## config.mk

```make
export PLATFORM = sky130hd
export DESIGN_NAME = sparse_grid_run_encoder_core_flat
export DESIGN_NICKNAME = d
export VERILOG_FILES = /design/src/design/sgre_pkg.sv /design/src/design/sgre_ifaces.sv /design/src/design/sgre_cfg_regs.sv /design/src/design/sgre_encoder.sv /design/src/design/sgre_out_queue.sv /design/src/design/sparse_grid_run_encoder_core.sv /design/src/flat_wrapper.sv
export VERILOG_INCLUDE_DIRS = /design/src /design/src/design
export SDC_FILE = /design/constraint.sdc
export NUM_CORES = 1
export LEC_CHECK = 0
export BUFFER_PORTS_ARGS = -buffer_cell sky130_fd_sc_hd__clkbuf_2
export CAP_MARGIN = 30
export CORE_UTILIZATION = 26
export DETAILED_ROUTE_END_ITERATION = 10
export GPL_ROUTABILITY_DRIVEN = 1
export PLACE_DENSITY = 0.44
export SETUP_SLACK_MARGIN = 0.05
export SLEW_MARGIN = 20
export SYNTH_ARGS = -nofsm -noshare
export SYNTH_HDL_FRONTEND = slang
export SYNTH_HIERARCHICAL = 1
export SYNTH_SLANG_ARGS = --single-unit
```

## constraint.sdc

```tcl
create_clock -name clk -period 13.9 [get_ports clk]
set_input_delay 2.78 -clock clk [delete_from_list [all_inputs] [get_ports clk]]
set_output_delay 2.78 -clock clk [all_outputs]
set_load 0.05 [all_outputs]
```

## src/design/assert_macros.svh

```systemverilog
// Assertion macros shared by the run encoder RTL.
// Expects clk and rst_n in the scope of each use.
`ifndef ASSERT_MACROS_SVH
`define ASSERT_MACROS_SVH

// Property checked on every clock edge outside reset.
`define SGRE_ASSERT(lbl, prop, msg) \
    lbl: assert property (@(posedge clk) disable iff (!rst_n) (prop)) else $error(msg);

// Condition in one cycle implies condition in the next.
`define SGRE_ASSERT_NEXT(lbl, pre, post, msg) \
    lbl: assert property (@(posedge clk) disable iff (!rst_n) (pre) |=> (post)) else $error(msg);

`endif

```

## src/design/sgre_pkg.sv

```systemverilog
// Types and constants for the sparse grid run encoder.
// No dependencies.
package sgre_pkg;

    localparam int APB_ADDR_W = 4;
    localparam int Q_DEPTH    = 4;

    localparam logic [30:0] LEN_MAX = '1;

    typedef enum logic [1:0] {
        REG_BACKGROUND = 2'd0,
        REG_LAYERS     = 2'd1,
        REG_ROWS       = 2'd2,
        REG_COLS       = 2'd3
    } sgre_reg_t;

    typedef struct packed {
        logic [31:0] background_bits;
        logic [6:0]  layer_count;
        logic [12:0] row_count;
        logic [12:0] column_count;
    } sgre_cfg_t;

    typedef struct packed {
        logic [5:0]  run_layer;
        logic [11:0] run_row;
        logic [11:0] run_col;
        logic [31:0] run_value;
        logic [30:0] run_length;
        logic        grid_done;
    } sgre_run_t;

    // Up to two runs produced by one cell; first is taken before second.
    typedef struct packed {
        logic [1:0] count;
        sgre_run_t  first;
        sgre_run_t  second;
    } sgre_push_t;

endpackage

```

## src/design/sgre_ifaces.sv

```systemverilog
// Valid/ready stream interfaces for grid cells and emitted runs.
// No dependencies.
interface sgre_cell_if;
    logic        valid;
    logic        ready;
    logic [31:0] sample_bits;

    modport source (output valid, output sample_bits, input ready);
    modport sink (input valid, input sample_bits, output ready);
endinterface

interface sgre_run_if;
    logic        valid;
    logic        ready;
    logic [5:0]  run_layer;
    logic [11:0] run_row;
    logic [11:0] run_col;
    logic [31:0] run_value;
    logic [30:0] run_length;
    logic        grid_done;

    modport source (output valid, output run_layer, output run_row, output run_col,
                    output run_value, output run_length, output grid_done, input ready);
    modport sink (input valid, input run_layer, input run_row, input run_col,
                  input run_value, input run_length, input grid_done, output ready);
endinterface

```

## src/design/sgre_cfg_regs.sv

```systemverilog
// APB-style configuration registers of the run encoder.
// Depends on sgre_pkg.
module sgre_cfg_regs
    import sgre_pkg::*;
(
    input  logic                  clk,
    input  logic                  rst_n,
    input  logic                  psel,
    input  logic                  penable,
    input  logic                  pwrite,
    input  logic [APB_ADDR_W-1:0] paddr,
    input  logic [31:0]           pwdata,
    output logic [31:0]           prdata,
    output logic                  pready,
    output sgre_cfg_t             cfg
);

    sgre_cfg_t cfg_reg;
    sgre_cfg_t cfg_next;
    sgre_reg_t reg_sel;
    logic      wr_en;

    assign pready  = 1'b1;
    assign reg_sel = sgre_reg_t'(paddr[3:2]);
    assign wr_en   = psel && penable && pwrite && pready;
    assign cfg     = cfg_reg;

    always_comb
    begin
        cfg_next = cfg_reg;
        if (wr_en)
        begin
            case (reg_sel)
                REG_BACKGROUND: cfg_next.background_bits = pwdata;
                REG_LAYERS:     cfg_next.layer_count     = pwdata[6:0];
                REG_ROWS:       cfg_next.row_count       = pwdata[12:0];
                REG_COLS:       cfg_next.column_count    = pwdata[12:0];
                default:        cfg_next = cfg_reg;
            endcase
        end
    end

    always_comb
    begin
        case (reg_sel)
            REG_BACKGROUND: prdata = cfg_reg.background_bits;
            REG_LAYERS:     prdata = {25'd0, cfg_reg.layer_count};
            REG_ROWS:       prdata = {19'd0, cfg_reg.row_count};
            REG_COLS:       prdata = {19'd0, cfg_reg.column_count};
            default:        prdata = 32'd0;
        endcase
    end

    always_ff @(posedge clk or negedge rst_n)
    begin
        if (!rst_n)
        begin
            cfg_reg.background_bits <= 32'd0;
            cfg_reg.layer_count     <= 7'd1;
            cfg_reg.row_count       <= 13'd1;
            cfg_reg.column_count    <= 13'd1;
        end
        else
        begin
            cfg_reg <= cfg_next;
        end
    end

endmodule

```

## src/design/sgre_encoder.sv

```systemverilog
// Input register, coordinate counters and open-run state of the run encoder.
// Depends on sgre_pkg, sgre_ifaces and assert_macros.svh.
`include "assert_macros.svh"
module sgre_encoder
    import sgre_pkg::*;
#(
    parameter int MAX_LAYERS = 64,
    parameter int MAX_ROWS   = 4096,
    parameter int MAX_COLS   = 4096
)
(
    input  logic       clk,
    input  logic       rst_n,
    input  sgre_cfg_t  cfg,
    sgre_cell_if.sink  cells,
    input  logic       room,
    output sgre_push_t push
);

    localparam int LAYER_W = (MAX_LAYERS > 1) ? $clog2(MAX_LAYERS) : 1;
    localparam int ROW_W   = (MAX_ROWS > 1) ? $clog2(MAX_ROWS) : 1;
    localparam int COL_W   = (MAX_COLS > 1) ? $clog2(MAX_COLS) : 1;
    localparam int LN_W    = $clog2(MAX_LAYERS + 1);
    localparam int RN_W    = $clog2(MAX_ROWS + 1);
    localparam int CN_W    = $clog2(MAX_COLS + 1);

    logic               s_valid_reg;
    logic               s_valid_next;
    logic [31:0]        s_sample_reg;

    logic [LAYER_W-1:0] layer_pos_reg, layer_pos_next;
    logic [ROW_W-1:0]   row_pos_reg, row_pos_next;
    logic [COL_W-1:0]   col_pos_reg, col_pos_next;
    logic               run_open_reg, run_open_next;
    logic [31:0]        open_value_reg, open_value_next;
    logic [5:0]         open_layer_reg, open_layer_next;
    logic [11:0]        open_row_reg, open_row_next;
    logic [11:0]        open_col_reg, open_col_next;
    logic [30:0]        open_length_reg, open_length_next;

    logic [LN_W-1:0]    n_layers;
    logic [RN_W-1:0]    n_rows;
    logic [CN_W-1:0]    n_cols;
    logic               last_col, last_row, last_layer, last_cell;
    logic               fire;
    logic               cell_xfer;
    logic               is_bg, extend, close_run, open_after, flush;
    logic [31:0]        val_after;
    logic [5:0]         layer_after;
    logic [11:0]        row_after, col_after;
    logic [30:0]        len_after;
    sgre_run_t          closed_run, flushed_run;

    assign fire        = s_valid_reg && room;
    assign cells.ready = !s_valid_reg || room;
    assign cell_xfer   = cells.valid && cells.ready;

    // Zero count acts as one; counts above the maximum saturate.
    assign n_layers = (cfg.layer_count == 7'd0) ? LN_W'(1) :
                      (int'(cfg.layer_count) > MAX_LAYERS) ? LN_W'(MAX_LAYERS) :
                      LN_W'(cfg.layer_count);
    assign n_rows   = (cfg.row_count == 13'd0) ? RN_W'(1) :
                      (int'(cfg.row_count) > MAX_ROWS) ? RN_W'(MAX_ROWS) :
                      RN_W'(cfg.row_count);
    assign n_cols   = (cfg.column_count == 13'd0) ? CN_W'(1) :
                      (int'(cfg.column_count) > MAX_COLS) ? CN_W'(MAX_COLS) :
                      CN_W'(cfg.column_count);

    assign last_col   = (int'(col_pos_reg) + 1) >= int'(n_cols);
    assign last_row   = (int'(row_pos_reg) + 1) >= int'(n_rows);
    assign last_layer = (int'(layer_pos_reg) + 1) >= int'(n_layers);
    assign last_cell  = last_col && last_row && last_layer;

    assign is_bg      = (s_sample_reg == cfg.background_bits);
    assign extend     = !is_bg && run_open_reg && (s_sample_reg == open_value_reg);
    assign close_run  = run_open_reg && !extend;
    assign open_after = !is_bg;
    assign flush      = last_cell && open_after;

    always_comb
    begin
        val_after   = open_value_reg;
        layer_after = open_layer_reg;
        row_after   = open_row_reg;
        col_after   = open_col_reg;
        len_after   = open_length_reg;
        if (extend)
        begin
            if (open_length_reg != LEN_MAX)
            begin
                len_after = open_length_reg + 31'd1;
            end
        end
        else if (!is_bg)
        begin
            val_after   = s_sample_reg;
            layer_after = 6'(layer_pos_reg);
            row_after   = 12'(row_pos_reg);
            col_after   = 12'(col_pos_reg);
            len_after   = 31'd1;
        end
    end

    always_comb
    begin
        closed_run.run_layer  = open_layer_reg;
        closed_run.run_row    = open_row_reg;
        closed_run.run_col    = open_col_reg;
        closed_run.run_value  = open_value_reg;
        closed_run.run_length = open_length_reg;
        closed_run.grid_done  = last_cell && !open_after;

        flushed_run.run_layer  = layer_after;
        flushed_run.run_row    = row_after;
        flushed_run.run_col    = col_after;
        flushed_run.run_value  = val_after;
        flushed_run.run_length = len_after;
        flushed_run.grid_done  = 1'b1;

        push.first  = close_run ? closed_run : flushed_run;
        push.second = flushed_run;
        push.count  = fire ? ({1'b0, close_run} + {1'b0, flush}) : 2'd0;
    end

    always_comb
    begin
        s_valid_next     = s_valid_reg;
        layer_pos_next   = layer_pos_reg;
        row_pos_next     = row_pos_reg;
        col_pos_next     = col_pos_reg;
        run_open_next    = run_open_reg;
        open_value_next  = open_value_reg;
        open_layer_next  = open_layer_reg;
        open_row_next    = open_row_reg;
        open_col_next    = open_col_reg;
        open_length_next = open_length_reg;
        if (fire)
        begin
            s_valid_next     = 1'b0;
            run_open_next    = open_after && !last_cell;
            open_value_next  = val_after;
            open_layer_next  = layer_after;
            open_row_next    = row_after;
            open_col_next    = col_after;
            open_length_next = len_after;
            if (last_cell)
            begin
                layer_pos_next = '0;
                row_pos_next   = '0;
                col_pos_next   = '0;
            end
            else if (!last_col)
            begin
                col_pos_next = col_pos_reg + COL_W'(1);
            end
            else
            begin
                col_pos_next = '0;
                if (!last_row)
                begin
                    row_pos_next = row_pos_reg + ROW_W'(1);
                end
                else
                begin
                    row_pos_next   = '0;
                    layer_pos_next = layer_pos_reg + LAYER_W'(1);
                end
            end
        end
        if (cell_xfer)
        begin
            s_valid_next = 1'b1;
        end
    end

    always_ff @(posedge clk or negedge rst_n)
    begin
        if (!rst_n)
        begin
            s_valid_reg   <= 1'b0;
            layer_pos_reg <= '0;
            row_pos_reg   <= '0;
            col_pos_reg   <= '0;
            run_open_reg  <= 1'b0;
        end
        else
        begin
            s_valid_reg   <= s_valid_next;
            layer_pos_reg <= layer_pos_next;
            row_pos_reg   <= row_pos_next;
            col_pos_reg   <= col_pos_next;
            run_open_reg  <= run_open_next;
        end
    end

    always_ff @(posedge clk)
    begin
        if (cell_xfer)
        begin
            s_sample_reg <= cells.sample_bits;
        end
        open_value_reg  <= open_value_next;
        open_layer_reg  <= open_layer_next;
        open_row_reg    <= open_row_next;
        open_col_reg    <= open_col_next;
        open_length_reg <= open_length_next;
    end

    `SGRE_ASSERT(a_two_runs_only_at_end, (push.count == 2'd2) |-> (fire && last_cell), "two runs from a cell that is not the last")
    `SGRE_ASSERT_NEXT(a_coords_wrap, fire && last_cell, (layer_pos_reg == '0) && (row_pos_reg == '0) && (col_pos_reg == '0), "coordinates did not wrap at grid end")
    `SGRE_ASSERT_NEXT(a_no_run_after_end, fire && last_cell, !run_open_reg, "run still open after grid end")

endmodule

```

## src/design/sgre_out_queue.sv

```systemverilog
// Result queue of the run encoder: takes up to two runs a cycle, sends one.
// Depends on sgre_pkg, sgre_ifaces and assert_macros.svh.
`include "assert_macros.svh"
module sgre_out_queue
    import sgre_pkg::*;
(
    input  logic       clk,
    input  logic       rst_n,
    input  sgre_push_t push,
    output logic       room,
    sgre_run_if.source runs
);

    localparam int PTR_W = $clog2(Q_DEPTH);
    localparam int CNT_W = $clog2(Q_DEPTH + 1);

    sgre_run_t        q_reg [Q_DEPTH];
    sgre_run_t        head;
    logic [PTR_W-1:0] wr_ptr_reg, wr_ptr_next;
    logic [PTR_W-1:0] rd_ptr_reg, rd_ptr_next;
    logic [CNT_W-1:0] count_reg, count_next;
    logic             pop;

    assign head             = q_reg[rd_ptr_reg];
    assign runs.valid       = (count_reg != '0);
    assign runs.run_layer   = head.run_layer;
    assign runs.run_row     = head.run_row;
    assign runs.run_col     = head.run_col;
    assign runs.run_value   = head.run_value;
    assign runs.run_length  = head.run_length;
    assign runs.grid_done   = head.grid_done;
    assign pop              = runs.valid && runs.ready;

    // Room for two after this cycle's transfer out.
    assign room = (count_reg - CNT_W'(pop)) <= CNT_W'(Q_DEPTH - 2);

    assign wr_ptr_next = wr_ptr_reg + PTR_W'(push.count);
    assign rd_ptr_next = rd_ptr_reg + PTR_W'(pop);
    assign count_next  = count_reg + CNT_W'(push.count) - CNT_W'(pop);

    always_ff @(posedge clk or negedge rst_n)
    begin
        if (!rst_n)
        begin
            wr_ptr_reg <= '0;
            rd_ptr_reg <= '0;
            count_reg  <= '0;
        end
        else
        begin
            wr_ptr_reg <= wr_ptr_next;
            rd_ptr_reg <= rd_ptr_next;
            count_reg  <= count_next;
        end
    end

    always_ff @(posedge clk)
    begin
        if (push.count != 2'd0)
        begin
            q_reg[wr_ptr_reg] <= push.first;
        end
        if (push.count == 2'd2)
        begin
            q_reg[wr_ptr_reg + PTR_W'(1)] <= push.second;
        end
    end

    `SGRE_ASSERT(a_count_in_range, count_reg <= CNT_W'(Q_DEPTH), "queue count above depth")
    `SGRE_ASSERT(a_no_overflow, (push.count != 2'd0) |-> (int'(count_reg) - int'(pop) + int'(push.count) <= Q_DEPTH), "queue overflow")

endmodule

```

## src/design/sparse_grid_run_encoder_core.sv

```systemverilog
// Top level of the sparse grid run encoder: config registers, encoder, result queue.
// Depends on sgre_pkg, sgre_ifaces, sgre_cfg_regs, sgre_encoder, sgre_out_queue.
//
//  channel  | direction | payload
//  ---------+-----------+------------------------------------------------------
//  cells    | in        | sample_bits
//  runs     | out       | run_layer, run_row, run_col, run_value, run_length,
//           |           | grid_done
//  apb      | in        | background_bits, layer_count, row_count, column_count
//
// One cell per cycle while the result queue has room; a run closed by a cell goes
// through the input register and then the result queue before it is valid on runs. The
// last cell of a grid may produce two runs; the 4-entry result queue holds them, and a
// cell is processed only when two entries are free after this cycle's transfer out.
// Reset clears coordinates, the open run and the queue; config returns to
// background 0 and all counts 1.
// A stalled runs channel backs up into cells through the input register.
module sparse_grid_run_encoder_core
    import sgre_pkg::*;
#(
    parameter int MAX_LAYERS = 64,
    parameter int MAX_ROWS   = 4096,
    parameter int MAX_COLS   = 4096
)
(
    input  logic                  clk,
    input  logic                  rst_n,
    input  logic                  psel,
    input  logic                  penable,
    input  logic                  pwrite,
    input  logic [APB_ADDR_W-1:0] paddr,
    input  logic [31:0]           pwdata,
    output logic [31:0]           prdata,
    output logic                  pready,
    sgre_cell_if.sink             cells,
    sgre_run_if.source            runs
);

    sgre_cfg_t  cfg;
    sgre_push_t push;
    logic       room;

    sgre_cfg_regs u_cfg (
        .clk     (clk),
        .rst_n   (rst_n),
        .psel    (psel),
        .penable (penable),
        .pwrite  (pwrite),
        .paddr   (paddr),
        .pwdata  (pwdata),
        .prdata  (prdata),
        .pready  (pready),
        .cfg     (cfg)
    );

    sgre_encoder #(
        .MAX_LAYERS (MAX_LAYERS),
        .MAX_ROWS   (MAX_ROWS),
        .MAX_COLS   (MAX_COLS)
    ) u_enc (
        .clk   (clk),
        .rst_n (rst_n),
        .cfg   (cfg),
        .cells (cells),
        .room  (room),
        .push  (push)
    );

    sgre_out_queue u_queue (
        .clk   (clk),
        .rst_n (rst_n),
        .push  (push),
        .room  (room),
        .runs  (runs)
    );

endmodule

```

## src/flat_wrapper.sv

```systemverilog
// flat-port wrapper written by rule: the top's interface ports become plain ports
module sparse_grid_run_encoder_core_flat import sgre_pkg::*;
#(
    parameter int MAX_LAYERS = 64,
    parameter int MAX_ROWS   = 4096,
    parameter int MAX_COLS   = 4096
)
  (clk, rst_n, psel, penable, pwrite, paddr, pwdata, prdata, pready, cells_valid, cells_sample_bits, cells_ready, runs_valid, runs_run_layer, runs_run_row, runs_run_col, runs_run_value, runs_run_length, runs_grid_done, runs_ready);
  sgre_cell_if cells_i ();
  sgre_run_if runs_i ();
  input  logic clk;
  input  logic rst_n;
  input  logic psel;
  input  logic penable;
  input  logic pwrite;
  input  logic [APB_ADDR_W-1:0] paddr;
  input  logic [31:0] pwdata;
  output logic [31:0] prdata;
  output logic pready;
  input wire logic [$bits(cells_i.valid)-1:0] cells_valid;
  input wire logic [$bits(cells_i.sample_bits)-1:0] cells_sample_bits;
  output wire logic [$bits(cells_i.ready)-1:0] cells_ready;
  output wire logic [$bits(runs_i.valid)-1:0] runs_valid;
  output wire logic [$bits(runs_i.run_layer)-1:0] runs_run_layer;
  output wire logic [$bits(runs_i.run_row)-1:0] runs_run_row;
  output wire logic [$bits(runs_i.run_col)-1:0] runs_run_col;
  output wire logic [$bits(runs_i.run_value)-1:0] runs_run_value;
  output wire logic [$bits(runs_i.run_length)-1:0] runs_run_length;
  output wire logic [$bits(runs_i.grid_done)-1:0] runs_grid_done;
  input wire logic [$bits(runs_i.ready)-1:0] runs_ready;
  assign cells_i.valid = cells_valid;
  assign cells_i.sample_bits = cells_sample_bits;
  assign cells_ready = cells_i.ready;
  assign runs_valid = runs_i.valid;
  assign runs_run_layer = runs_i.run_layer;
  assign runs_run_row = runs_i.run_row;
  assign runs_run_col = runs_i.run_col;
  assign runs_run_value = runs_i.run_value;
  assign runs_run_length = runs_i.run_length;
  assign runs_grid_done = runs_i.grid_done;
  assign runs_i.ready = runs_ready;
  sparse_grid_run_encoder_core #(.MAX_LAYERS(MAX_LAYERS), .MAX_ROWS(MAX_ROWS), .MAX_COLS(MAX_COLS)) u_core (.clk(clk), .rst_n(rst_n), .psel(psel), .penable(penable), .pwrite(pwrite), .paddr(paddr), .pwdata(pwdata), .prdata(prdata), .pready(pready), .cells(cells_i), .runs(runs_i));
endmodule
```

==> results_dict.tcl, run 1 <==
set metrics [dict create \
    finalWorstPathRequiredPeriod_ns 7.351 \
    hold_violations 0 \
    fp.dieW_um 352.1 \
    drt_first_iter_violations 1257 \
    io_buffers 200 \
    grt_pass1_vias 20140 \
    initial_cell_density_of_the_core_pct 26.18 \
    core_region_area_um2 121700 \
    power_per_cell_area_nw_per_um2 229.8 \
    cts_root_buf "sky130_fd_sc_hd__clkbuf_16" \
    worst_hold_path.endpoint "u_core/u_queue/count_reg[2]$_DFF_PN0_" \
    netSwitchingPower_mw 3.343 \
    clk_transition_reported_paths_ns 0.05 \
    synth_async_sr_flop_share_pct 17.19 \
    worst_hold_path.num_cells 1 \
    synth_seq_cells 605 \
    clock_path_buffers 3 \
    synth_flop_cell "sky130_fd_sc_hd__edfxtp_1" \
    cts_setup_buffers 0 \
    floorplan.io_pins 204 \
    cts.sink_count 605 \
    tritoncts "yes" \
    outcome "finished clean" \
    critical_path_class "in2out" \
    routed_wirelength_mm 94.36 \
    crit_path_end_kind "output port" \
    synth_area_um2 31860 \
    leakage_nw 13.39 \
    slew_hr_pct 33.10 \
    seq_power_share_pct 37.0 \
    synth_seq_area_share_pct 55.40 \
    critPathArrivalTime_ns 4.57 \
    avgSynthCellArea_um2 15.17 \
    clkLatencyLatePin_ns 0.63 \
    synth_fp_nets 2221 \
    sw_frac_of_total_pct 39.39 \
    rr_endpoint "u_core/u_queue/q_reg[2][36]$_DFFE_PP_" \
    number_of_fill_cells 12150 \
    pin_count_of_the_biggest_net_entering_global_routing 95 \
    grt_pass1_wl_mm 139.5 \
    number_of_enable_type_register_cells_in_the_synthesized_netlist 501 \
    drt-vias-per-instance 4.773 \
    max-vdd-ir-drop_mv 0.1408 \
    worst_ep_required_time_ns 11.12 \
    synth_top_area_share_pct 47.22 \
    timing_worst_slew_pin_value_ns 1.003 \
    hold_path_class "reg2reg" \
    cp_slowest_stage_delay_ns 0.35 \
    drt.antenna.violating_nets 0 \
    path_cells "clkbuf_2 > and2_1 > ha_1 > ha_1 > xor2_1 > nor2_1 > nand2b_1 > clkbuf_2" \
    power.share.combinational_pct 41.0 \
    die_area_um2 123900 \
    cellInternalPower_mw 5.145 \
    layout-drive-gt1-share_pct 41.61 \
    drtPass1Iterations 5 \
    cts_max_level 3 \
    yosys.area.top_type "sky130_fd_sc_hd__edfxtp_1" \
    finalClockSkew_ns 0.02344 \
    finalWorstSetupSlack_ns 6.549 \
    die_height_um 352.1 \
    ctsResizeCount 0 \
    cts-buffers-inserted 74 \
    post-route-drc-count 0 \
    worst_path_max_delay_cell "sky130_fd_sc_hd__clkbuf_2" \
    worst-r2r-cell-count 21 \
    final_core_util_pct 30.35 \
    netlist_top_cells_area "sky130_fd_sc_hd__edfxtp_1 47%, sky130_fd_sc_hd__mux2_2 16%, sky130_fd_sc_hd__dfrtp_1 7.9%" \
    place_ws_ns 6.579 \
    largest_register_ff_count 376 \
    reg2reg_setup_slack_ns 7.07 \
    startpoint_type "input port" \
    timing.final.max_slew_violations 0 \
    maxCapViolCount 0 \
    setup_viol 0 \
    grt_remaining_overflow 0 \
    synthToLayoutAreaGrowth_pct 15.94 \
    hold_path.startpoint "u_core/u_queue/count_reg[2]$_DFF_PN0_" \
    clock_group_share_of_total_power_pct 21.9 \
    rsz0062_at_grt "false" \
    crit-reg2reg-launch "u_core/u_enc/col_pos_reg[0]$_DFFE_PN0P_" \
    detailroute.via_count 18970 \
    grt.total_usage_pct 15.09 \
    min_period_over_period_pct 52.88 \
    post_synth_inst_count 2100 \
    finish.net_count 2412 \
    worst-path-max-fanout 4 \
    cts_hold_repair.buffers 0 \
    fmax_mhz 136.0 \
    ys_warn_count 6 \
    post-dp-hpwl_mm 59.31 \
    final.setup.tns_ns 0 \
    route.detailed.wl_per_inst_um 23.74 \
    place_congestion 0.7868 \
    antenna_found_initial 6 \
    floorplan.rows 128 \
    synthDistinctLibCells 73 \
]
cell families (layout without fill, tap and decap cells):
family                   count (synthesis)  count (layout)  synth area share [%]
XOR/XNOR                                95              95                 2.612
adder cells (fa/ha/maj)                 46              46                 1.830
buffers and inverters                  145             393                 2.663
AO/OA/AOI/OAI                          193             193                 3.762
other                                    2               3               0.02357
multiplexers                           674             674                 28.04
flip-flops                             605             605                 55.40
AND/OR/NAND/NOR                        340             340                 5.671
synthesized netlist by cell type (38+ instances only):
library cell,number
sky130_fd_sc_hd__mux2_2,440
sky130_fd_sc_hd__mux2_1,62
sky130_fd_sc_hd__dfrtp_1,101
sky130_fd_sc_hd__mux4_2,101
sky130_fd_sc_hd__nand3_1,38
sky130_fd_sc_hd__ha_1,45
sky130_fd_sc_hd__clkbuf_1,39
sky130_fd_sc_hd__nand2_1,117
sky130_fd_sc_hd__buf_2,42
sky130_fd_sc_hd__mux2_4,59
sky130_fd_sc_hd__nor2_1,39
sky130_fd_sc_hd__o21ai_0,71
sky130_fd_sc_hd__edfxtp_1,501
sky130_fd_sc_hd__xor2_1,44
sky130_fd_sc_hd__xnor2_1,51
how the worst max path moves through the flow:
stage | from | end | slack [ns] | cells after the start
after floorplan | runs_ready | u_core/u_queue/q_reg[0][0]$_DFFE_PP_ | 2.62 | 8
after global placement | runs_ready | cells_ready | 6.59 | 8
after detailed placement | runs_ready | cells_ready | 6.58 | 8
after CTS | runs_ready | cells_ready | 6.56 | 8
after global routing | runs_ready | cells_ready | 6.40 | 8
final | runs_ready | cells_ready | 6.55 | 8
power groups by stage:
stage | clock network [mW] | registers [mW] | logic (mW)
global placement | 0 | 3.17 | 3.47
CTS | 1.92 | 3.16 | 3.56
global route | 1.99 | 3.21 | 3.75
detailed placement | 0 | 3.19 | 3.54
floorplan | 0 | 3.00 | 2.64
finish | 1.86 | 3.14 | 3.48
critical path: cells and delay by family:
family                     cells  cell delay, ns
xor gates and xnor gates       1            0.14
buffers and inverters          2            0.49
adders and majority gates      2            0.39
and+or+nand+nor                3            0.77
cell type report:
class / count / area, µm² / area share (%)
clock buffer: 106 / 2105 / 5.697
multi-input combinational: 1350 / 13440 / 36.37
inverter: 21 / 81.33 / 0.2202
tap: 1625 / 2033 / 5.504
clock inverter: 27 / 211.5 / 0.5724
antenna: 1 / 2.502 / 0.006774
timing repair buffer: 239 / 1413 / 3.824
sequential: 605 / 17660 / 47.80
per-layer routing:
layer	part of all wire (%)	GRT usage [%]	up-vias
met5	0	0	-
met4	2.7	4.887	0
met3	4.5	2.582	124
met2	46	24.40	461
met1	46	20.46	9797
li1	-	-	8587
through the flow:
step / std cells / total power, mW / hold slack, ns / area, µm²
after floorplan: 2100 / 5.641 / 0.4766 / 31860
after detailed placement: 3839 / 6.725 / 0.5233 / 34610
after CTS: 3972 / 8.641 / 0.5310 / 36920
after global placement: 3832 / 6.633 / 0.4956 / 34460
after global routing: 3973 / 8.948 / 0.5573 / 36940
final: 3974 / 8.488 / 0.5278 / 36940
layout by cell type (no fill, tap or decap), drive strengths merged, types with 19 or more instances in the layout:
cell,n
a31oi,20
dfrtp,101
inv,27
xor2,44
edfxtp,501
nand3,38
nor2,41
o21ai,72
xnor2,51
buf,40
nor4,19
nand4,24
a21o,25
clkbuf,305
mux2,561
nand2,117
a21oi,32
mux4,101
and2,25
ha,45
No activity file was read; power rests on OpenSTA's default activity.
==> run 2, diff against run 1 <==
Settings changed: PLACE_DENSITY 0.44 to 0.45.
Clock period 13.9 ns to 6.6 ns, I/O delays scaled along.
==> run 2 against run 1 <==
Utilization rose by 0.22 points. Via count grew 0.77%. Clock skew grew 0.0025 ns. Routed wire length is 0.96% higher. Register-to-register slack worse by 6.2 ns. Sequential share of layout area is 0.34 points lower. Non-clock buffer count is 1 lower. Largest cell class unchanged.
==> results_dict.tcl, run 2 (synthesized netlist as in run 1, its figures left out) <==
set metrics [dict create \
    layout.cells.most_common "sky130_fd_sc_hd__edfxtp_1" \
    grt_util_met3_pct 2.215 \
    clock_path_buffers 3 \
    final_cells 3979 \
    largest_register_ff_count 376 \
    outcome "finished clean" \
    reg2reg_setup_slack_ns 0.92 \
    worst_hold_path.endpoint "u_core/u_queue/count_reg[2]$_DFF_PN0_" \
    timing.final.max_slew_violations 0 \
    gr_util_met1_pct 20.94 \
    detailroute.via_count 19120 \
    clk_transition_reported_paths_ns 0.06 \
    synthToLayoutAreaGrowth_pct 16.77 \
    place_congestion 0.7635 \
    family_with_the_most_delay_on_the_worst_path "simple AND/OR/NAND/NOR gates" \
    tritoncts "yes" \
    initial_cell_density_of_the_core_pct 26.18 \
    die_height_um 352.1 \
    die_area_um2 123900 \
    min_period_over_period_pct 86.10 \
    final_core_util_pct 30.57 \
    rsz0062_at_grt "false" \
    fmax_mhz 176.0 \
    cts_max_level 3 \
    critical-path-top-cell-by-count "sky130_fd_sc_hd__and3_1" \
    drt_first_iter_violations 1256 \
    hold_path.startpoint "u_core/u_queue/count_reg[2]$_DFF_PN0_" \
    hold_path_class "reg2reg" \
    slew_hr_pct 35.83 \
    post-route-drc-count 0 \
    route.detailed.wl_per_inst_um 23.94 \
    drt.antenna.violating_nets 0 \
    p_total_mw 18.16 \
    hold_violations 0 \
    drtPass1Iterations 5 \
    drt-vias-per-instance 4.804 \
    cts_root_buf "sky130_fd_sc_hd__clkbuf_16" \
    core_region_area_um2 121700 \
    grt_pass1_wl_mm 139.7 \
    rr_endpoint "u_core/u_queue/q_reg[0][33]$_DFFE_PP_" \
    path_cells "ha_1 > and3_1 > and3_1 > and3_1 > xor2_1 > ha_1 > a21oi_1 > nor2_1 > a211oi_1 > o211ai_1 > a21boi_0 > buf_4 > nand3_1 > nor2_1 > ha_1 > and3_1 > nand4b_1 > buf_12 > mux2_2" \
    startpoint_type "flip-flop" \
    critical_path_class "reg2reg" \
    cts_setup_buffers 0 \
    grt_remaining_overflow 0 \
    maxCapViolCount 0 \
    pin_count_of_the_biggest_net_entering_global_routing 95 \
    grt.total_usage_pct 15.16 \
    final.hold.worst_slack_ns 0.5140 \
    floorplan.io_pins 204 \
    timing_worst_slew_pin_value_ns 0.9615 \
    max-vdd-ir-drop_mv 0.2370 \
    finalClockSkew_ns 0.02593 \
    clkLatencyLatePin_ns 0.65 \
    grt_use_met2_pct 24.75 \
    cts.sink_count 605 \
    crit-reg2reg-launch "u_core/u_enc/col_pos_reg[0]$_DFFE_PN0P_" \
    layout-drive-gt1-share_pct 41.73 \
    finalWorstPathRequiredPeriod_ns 5.683 \
    detailed_place.area_um2 34680 \
    layout_common_cells "501 x sky130_fd_sc_hd__edfxtp_1, 440 x sky130_fd_sc_hd__mux2_2, 199 x sky130_fd_sc_hd__clkbuf_2" \
    ctsResizeCount 0 \
    number_of_fill_cells 12110 \
    cts-buffers-inserted 75 \
    io_buffers 200 \
    cts_hold_repair.buffers 0 \
    crit_path_end_kind "flip-flop" \
    place_inst 3838 \
    worst_ep_required_time_ns 6.98 \
    floorplan.rows 128 \
    worst-path-buf-inv 2 \
    routed_wirelength_mm 95.26 \
    worst-r2r-cell-count 19 \
    post-dp-hpwl_mm 58.41 \
    worst_path_max_delay_cell "sky130_fd_sc_hd__buf_12" \
    cp_slowest_stage_delay_ns 0.65 \
    antenna_found_initial 6 \
    worst_hold_path.num_cells 1 \
    leakage_nw 13.49 \
    worst-path-max-fanout 94 \
    fp.dieW_um 352.1 \
    grt_busiest_layer "met2" \
    power_per_cell_area_nw_per_um2 488.0 \
    setup_viol 0 \
    finish.net_count 2412 \
    stdcell_area_um2 37200 \
    critPathArrivalTime_ns 6.06 \
    grt_pass1_vias 20190 \
]
==> run 2: area by class of cell <==
class / instances / area (µm²) / area share [%]
well taps: 1625 / 2033 / 5.465
flip-flops and latches: 605 / 17660 / 47.46
diodes: 1 / 2.502 / 0.006726
inverters: 21 / 81.33 / 0.2186
repair buffers: 238 / 1484 / 3.989
multi-input cells: 1350 / 13440 / 36.13
clock inverters: 36 / 429.2 / 1.154
clock buffers: 103 / 2074 / 5.576
==> run 2: power by group <==
part           switching (mW)  leakage [nW]  internal [mW]
Clock                    1.71          1.22           2.50
Combinational            4.52          6.36           2.83
Sequential              0.882          5.90           5.72
==> run 2: worst max-delay path by stage <==
stage / from / to / depth (start not counted)
after floorplan: u_core/u_enc/col_pos_reg[0]$_DFFE_PN0P_ / u_core/u_queue/q_reg[1][0]$_DFFE_PP_ / 18
after global placement: u_core/u_enc/col_pos_reg[0]$_DFFE_PN0P_ / u_core/u_queue/q_reg[0][83]$_DFFE_PP_ / 19
after detailed placement: u_core/u_enc/col_pos_reg[0]$_DFFE_PN0P_ / u_core/u_queue/q_reg[0][50]$_DFFE_PP_ / 19
after CTS: u_core/u_enc/col_pos_reg[0]$_DFFE_PN0P_ / u_core/u_queue/q_reg[0][50]$_DFFE_PP_ / 19
after global routing: u_core/u_enc/col_pos_reg[0]$_DFFE_PN0P_ / u_core/u_queue/q_reg[0][80]$_DFFE_PP_ / 19
final: u_core/u_enc/col_pos_reg[0]$_DFFE_PN0P_ / u_core/u_queue/q_reg[0][33]$_DFFE_PP_ / 19
==> run 2: per-stage QoR <==
stage	setup TNS, ns	setup slack (ns)
2_1_floorplan	-276.79	-1.472
3_3_place_gp	0	0.9489
3_5_place_dp	0	0.8804
4_1_cts	0	0.8512
5_1_grt	0	0.4337
6_report	0	0.9174
==> run 2: per-layer routing <==
layer  up-vias  part of all wire (%)
met3        93                   4.0
met4         0                   1.7
met1      9998                    47
met5         -                     0
met2       436                    47
li1       8588                     -
==> run 3, diff against run 2 <==
--- a/config.mk
+++ b/config.mk
@@ -7,10 +7,13 @@
 export NUM_CORES = 1
 export LEC_CHECK = 0
+export ABC_AREA = 1
 export BUFFER_PORTS_ARGS = -buffer_cell sky130_fd_sc_hd__clkbuf_2
 export CAP_MARGIN = 30
+export CELL_PAD_IN_SITES_DETAIL_PLACEMENT = 0
+export CELL_PAD_IN_SITES_GLOBAL_PLACEMENT = 1
 export CORE_UTILIZATION = 26
 export DETAILED_ROUTE_END_ITERATION = 10
 export GPL_ROUTABILITY_DRIVEN = 1
-export PLACE_DENSITY = 0.45
+export PLACE_DENSITY = 0.55
 export SETUP_SLACK_MARGIN = 0.05
 export SLEW_MARGIN = 20
==> constraint.sdc (replaced) <==
create_clock -name clk -period 6.6 [get_ports clk]
set_input_delay 1.32 -clock clk [delete_from_list [all_inputs] [get_ports clk]]
set_output_delay 1.32 -clock clk [all_outputs]
set_load 0.005 [all_outputs]
==> run 3 against run 2 <==
Synthesized cell count increased by 120%. Setup slack gained 0.44 ns. Power increased by 3.1%. Register-to-register slack gained 0.44 ns. Hold slack got worse by 0.014 ns. Highest routed layer unchanged.
==> results_dict.tcl, run 3 <==
set metrics [dict create \
    outcome "finished clean" \
    grt.total_usage_pct 18.17 \
    setup_viol 0 \
    worst-r2r-cell-count 24 \
    finalClockSkew_ns 0.02582 \
    worst_hold_path.endpoint "u_core/u_cfg/cfg[26]$_DFFE_PN1P_" \
    startpoint_type "flip-flop" \
    synth_area_um2 35440 \
    critical_path_class "reg2reg" \
    avgSynthCellArea_um2 7.648 \
    post-dp-hpwl_mm 74.86 \
    layout_common_cells "2,050 x sky130_fd_sc_hd__nand2_1, 648 x sky130_fd_sc_hd__nand3_1, 501 x sky130_fd_sc_hd__edfxtp_1" \
    post_synth_inst_count 4634 \
    timing.critical_path.from "u_core/u_enc/col_pos_reg[0]$_DFFE_PN0P_" \
    tritoncts "yes" \
    synth_fp_nets 4755 \
    ctsResizeCount 0 \
    detailroute.via_count 29730 \
    ys_warn_count 6 \
    drtPass1Iterations 7 \
    grt_pass1_vias 28230 \
    yosys-top-cells-count "2,060 x sky130_fd_sc_hd__nand2_1, 648 x sky130_fd_sc_hd__nand3_1, 501 x sky130_fd_sc_hd__edfxtp_1" \
    post-route-drc-count 0 \
    place_inst 6420 \
    critPathArrivalTime_ns 5.75 \
    synthDistinctLibCells 43 \
    worst_ep_required_time_ns 7.11 \
    synthToLayoutAreaGrowth_pct 14.57 \
    layout.cells.most_common "sky130_fd_sc_hd__nand2_1" \
    cp_slowest_stage_delay_ns 0.43 \
    rsz0062_at_grt "false" \
    max-vdd-ir-drop_mv 0.3118 \
    grt_pass1_wl_mm 187.2 \
    antenna_found_initial 6 \
    family_with_the_most_delay_on_the_worst_path "simple AND/OR/NAND/NOR gates" \
    die_area_um2 137800 \
    synth_top_area_share_pct 42.45 \
    cts_max_level 3 \
    synth_async_sr_flop_share_pct 17.19 \
    finish.net_count 4840 \
    die_height_um 371.2 \
    hold_violations 0 \
    cts_root_buf "sky130_fd_sc_hd__clkbuf_16" \
    cts-buffers-inserted 78 \
    synth_flop_cell "sky130_fd_sc_hd__edfxtp_1" \
    final.setup.tns_ns 0 \
    layout-drive-gt1-share_pct 11.17 \
    synth_seq_area_share_pct 49.80 \
    timing_worst_slew_pin_value_ns 1.272 \
    clock_path_buffers 3 \
    worst_path_max_delay_cell "sky130_fd_sc_hd__buf_12" \
    reg2reg_setup_slack_ns 1.36 \
    fp.dieW_um 371.2 \
    drt.antenna.violating_nets 0 \
    rr_endpoint "u_core/u_queue/q_reg[1][80]$_DFFE_PP_" \
    path_cells "ha_1 > nand2_1 > inv_1 > nand4_1 > nor2_1 > nand2_1 > nor2_1 > xor2_1 > inv_1 > ha_1 > nand4_1 > nor3b_1 > o21ai_0 > nand2_1 > nand3_1 > nor2_1 > ha_1 > inv_1 > nor2_1 > inv_2 > nor2_4 > buf_12 > nand3_1 > nand2_1" \
    clk_transition_reported_paths_ns 0.06 \
    number_of_fill_cells 14540 \
    leading_cell_type_by_number_of_instances_after_synthesis "sky130_fd_sc_hd__nand2_1" \
    io_buffers 200 \
    floorplan.rows 135 \
    floorplan.io_pins 204 \
    number_of_enable_type_register_cells_in_the_synthesized_netlist 501 \
    cts_setup_buffers 0 \
    maxCapViolCount 0 \
    routed_wirelength_mm 125.4 \
    place_congestion 0.8162 \
    worst-path-buf-inv 5 \
    power_per_cell_area_nw_per_um2 461.2 \
    pin_count_of_the_biggest_net_entering_global_routing 178 \
    finalWorstPathRequiredPeriod_ns 5.242 \
    p_total_mw 18.73 \
    crit_path_end_kind "flip-flop" \
    clkLatencyLatePin_ns 0.65 \
    crit-reg2reg-launch "u_core/u_enc/col_pos_reg[0]$_DFFE_PN0P_" \
    largest_register_ff_count 376 \
    netlist_top_cells_area "sky130_fd_sc_hd__edfxtp_1 42%, sky130_fd_sc_hd__nand2_1 22%, sky130_fd_sc_hd__nand3_1 9.2%" \
    min_period_over_period_pct 79.42 \
    hold_path.startpoint "u_core/u_cfg/cfg[26]$_DFFE_PN1P_" \
    cts_hold_repair.buffers 0 \
    final_cells 6562 \
    cts.sink_count 605 \
    initial_cell_density_of_the_core_pct 26.20 \
    fmax_mhz 190.8 \
    worst-path-max-fanout 177 \
    yosys.area.top_type "sky130_fd_sc_hd__edfxtp_1" \
    drt-vias-per-instance 4.531 \
    drt_first_iter_violations 2055 \
    worst_hold_path.num_cells 2 \
    grt_remaining_overflow 0 \
    slew_hr_pct 15.21 \
    core_region_area_um2 135300 \
    hold_path_class "reg2reg" \
    route.detailed.wl_per_inst_um 19.11 \
    leakage_nw 19.38 \
    timing.final.max_slew_violations 0 \
    synth_seq_cells 605 \
]
## run 3: changes by cell type in the layout (fill, tap and decap cells not counted), sizes merged, moves of 18 or more
cell	previous run	this run
or2	1	106
o21ai	72	104
nand2	117	2076
xor2	44	21
inv	24	502
a31oi	20	1
nor2	41	128
mux4	101	0
and3	18	0
a21o	25	3
nand3	38	649
mux2	561	0
## run 3: cells by family (layout without fill, tap and decap cells)
family          Yosys count  in the layout  share of synthesized area, %
fa+ha+maj                46             46                         1.645
simple gates           3049           3049                         36.38
other cells               2              3                       0.02119
compound gates          130            130                         1.892
buf+inv                 745            891                         8.851
flops                   605            605                         49.80
xor+xnor                 57             57                         1.409
## run 3: layout make-up
| type | instances | area (µm²) | share of cell area (%) |
|---|---|---|---|
| clock buffers | 117 | 2240 | 5.516 |
| multi-input cells | 3284 | 14760 | 36.36 |
| flip-flops and latches | 605 | 17660 | 43.49 |
| clock inverters | 24 | 202.7 | 0.4992 |
| repair buffers | 248 | 1604 | 3.950 |
| inverters | 502 | 1908 | 4.699 |
| well taps | 1781 | 2228 | 5.488 |
| diodes | 1 | 2.502 | 0.006163 |
## run 3: worst register-to-register path: stages (launching register included)
cell and delay (ns):
sky130_fd_sc_hd__dfrtp_1 0.38, sky130_fd_sc_hd__ha_1 0.19, sky130_fd_sc_hd__nand2_1 0.06, sky130_fd_sc_hd__inv_1 0.09, sky130_fd_sc_hd__nand4_1 0.15, sky130_fd_sc_hd__nor2_1 0.12
sky130_fd_sc_hd__nand2_1 0.10, sky130_fd_sc_hd__nor2_1 0.14, sky130_fd_sc_hd__xor2_1 0.25, sky130_fd_sc_hd__inv_1 0.08, sky130_fd_sc_hd__ha_1 0.30, sky130_fd_sc_hd__nand4_1 0.14
sky130_fd_sc_hd__nor3b_1 0.21, sky130_fd_sc_hd__o21ai_0 0.11, sky130_fd_sc_hd__nand2_1 0.20, sky130_fd_sc_hd__nand3_1 0.32, sky130_fd_sc_hd__nor2_1 0.19, sky130_fd_sc_hd__ha_1 0.17
sky130_fd_sc_hd__inv_1 0.04, sky130_fd_sc_hd__nor2_1 0.20, sky130_fd_sc_hd__inv_2 0.11, sky130_fd_sc_hd__nor2_4 0.33, sky130_fd_sc_hd__buf_12 0.43, sky130_fd_sc_hd__nand3_1 0.67
sky130_fd_sc_hd__nand2_1 0.14
## run 3: how the worst max path moves through the flow
stage / end / slack, ns / cells past startpoint
after floorplan: u_core/u_queue/q_reg[1][0]$_DFFE_PP_ / 0.66 / 22
after global placement: u_core/u_queue/q_reg[3][48]$_DFFE_PP_ / 1.43 / 23
after detailed placement: u_core/u_queue/q_reg[3][47]$_DFFE_PP_ / 1.41 / 24
after CTS: u_core/u_queue/q_reg[3][40]$_DFFE_PP_ / 1.37 / 24
after global routing: u_core/u_queue/q_reg[0][8]$_DFFE_PP_ / 0.97 / 24
final: u_core/u_queue/q_reg[1][80]$_DFFE_PP_ / 1.36 / 24
## run 3: metrics by stage
step           worst slack [ns]  hold WS (ns)  area, µm²  util (%)
5_1_grt                  0.9692        0.5248      40600     30.01
3_3_place_gp              1.433        0.4885      38090     28.15
3_5_place_dp              1.413        0.4920      38160     28.21
6_report                  1.358        0.4997      40610     30.01
4_1_cts                   1.367        0.5008      40600     30.01
2_1_floorplan            0.6603        0.4547      35440         -
## run 3: report_power, final
| part | switching [mW] | internal, mW |
|---|---|---|
| Sequential | 0.748 | 5.82 |
| Combinational | 5.60 | 2.41 |
| Clock | 1.73 | 2.42 |
## run 3: layer usage
metal,GRT usage [%],vias up,routed length [µm]
met4,3.609,0,2036
met3,2.544,141,5957
met1,25.13,14000,58820
met5,0,-,0
met2,30.09,698,58580
li1,-,14900,-
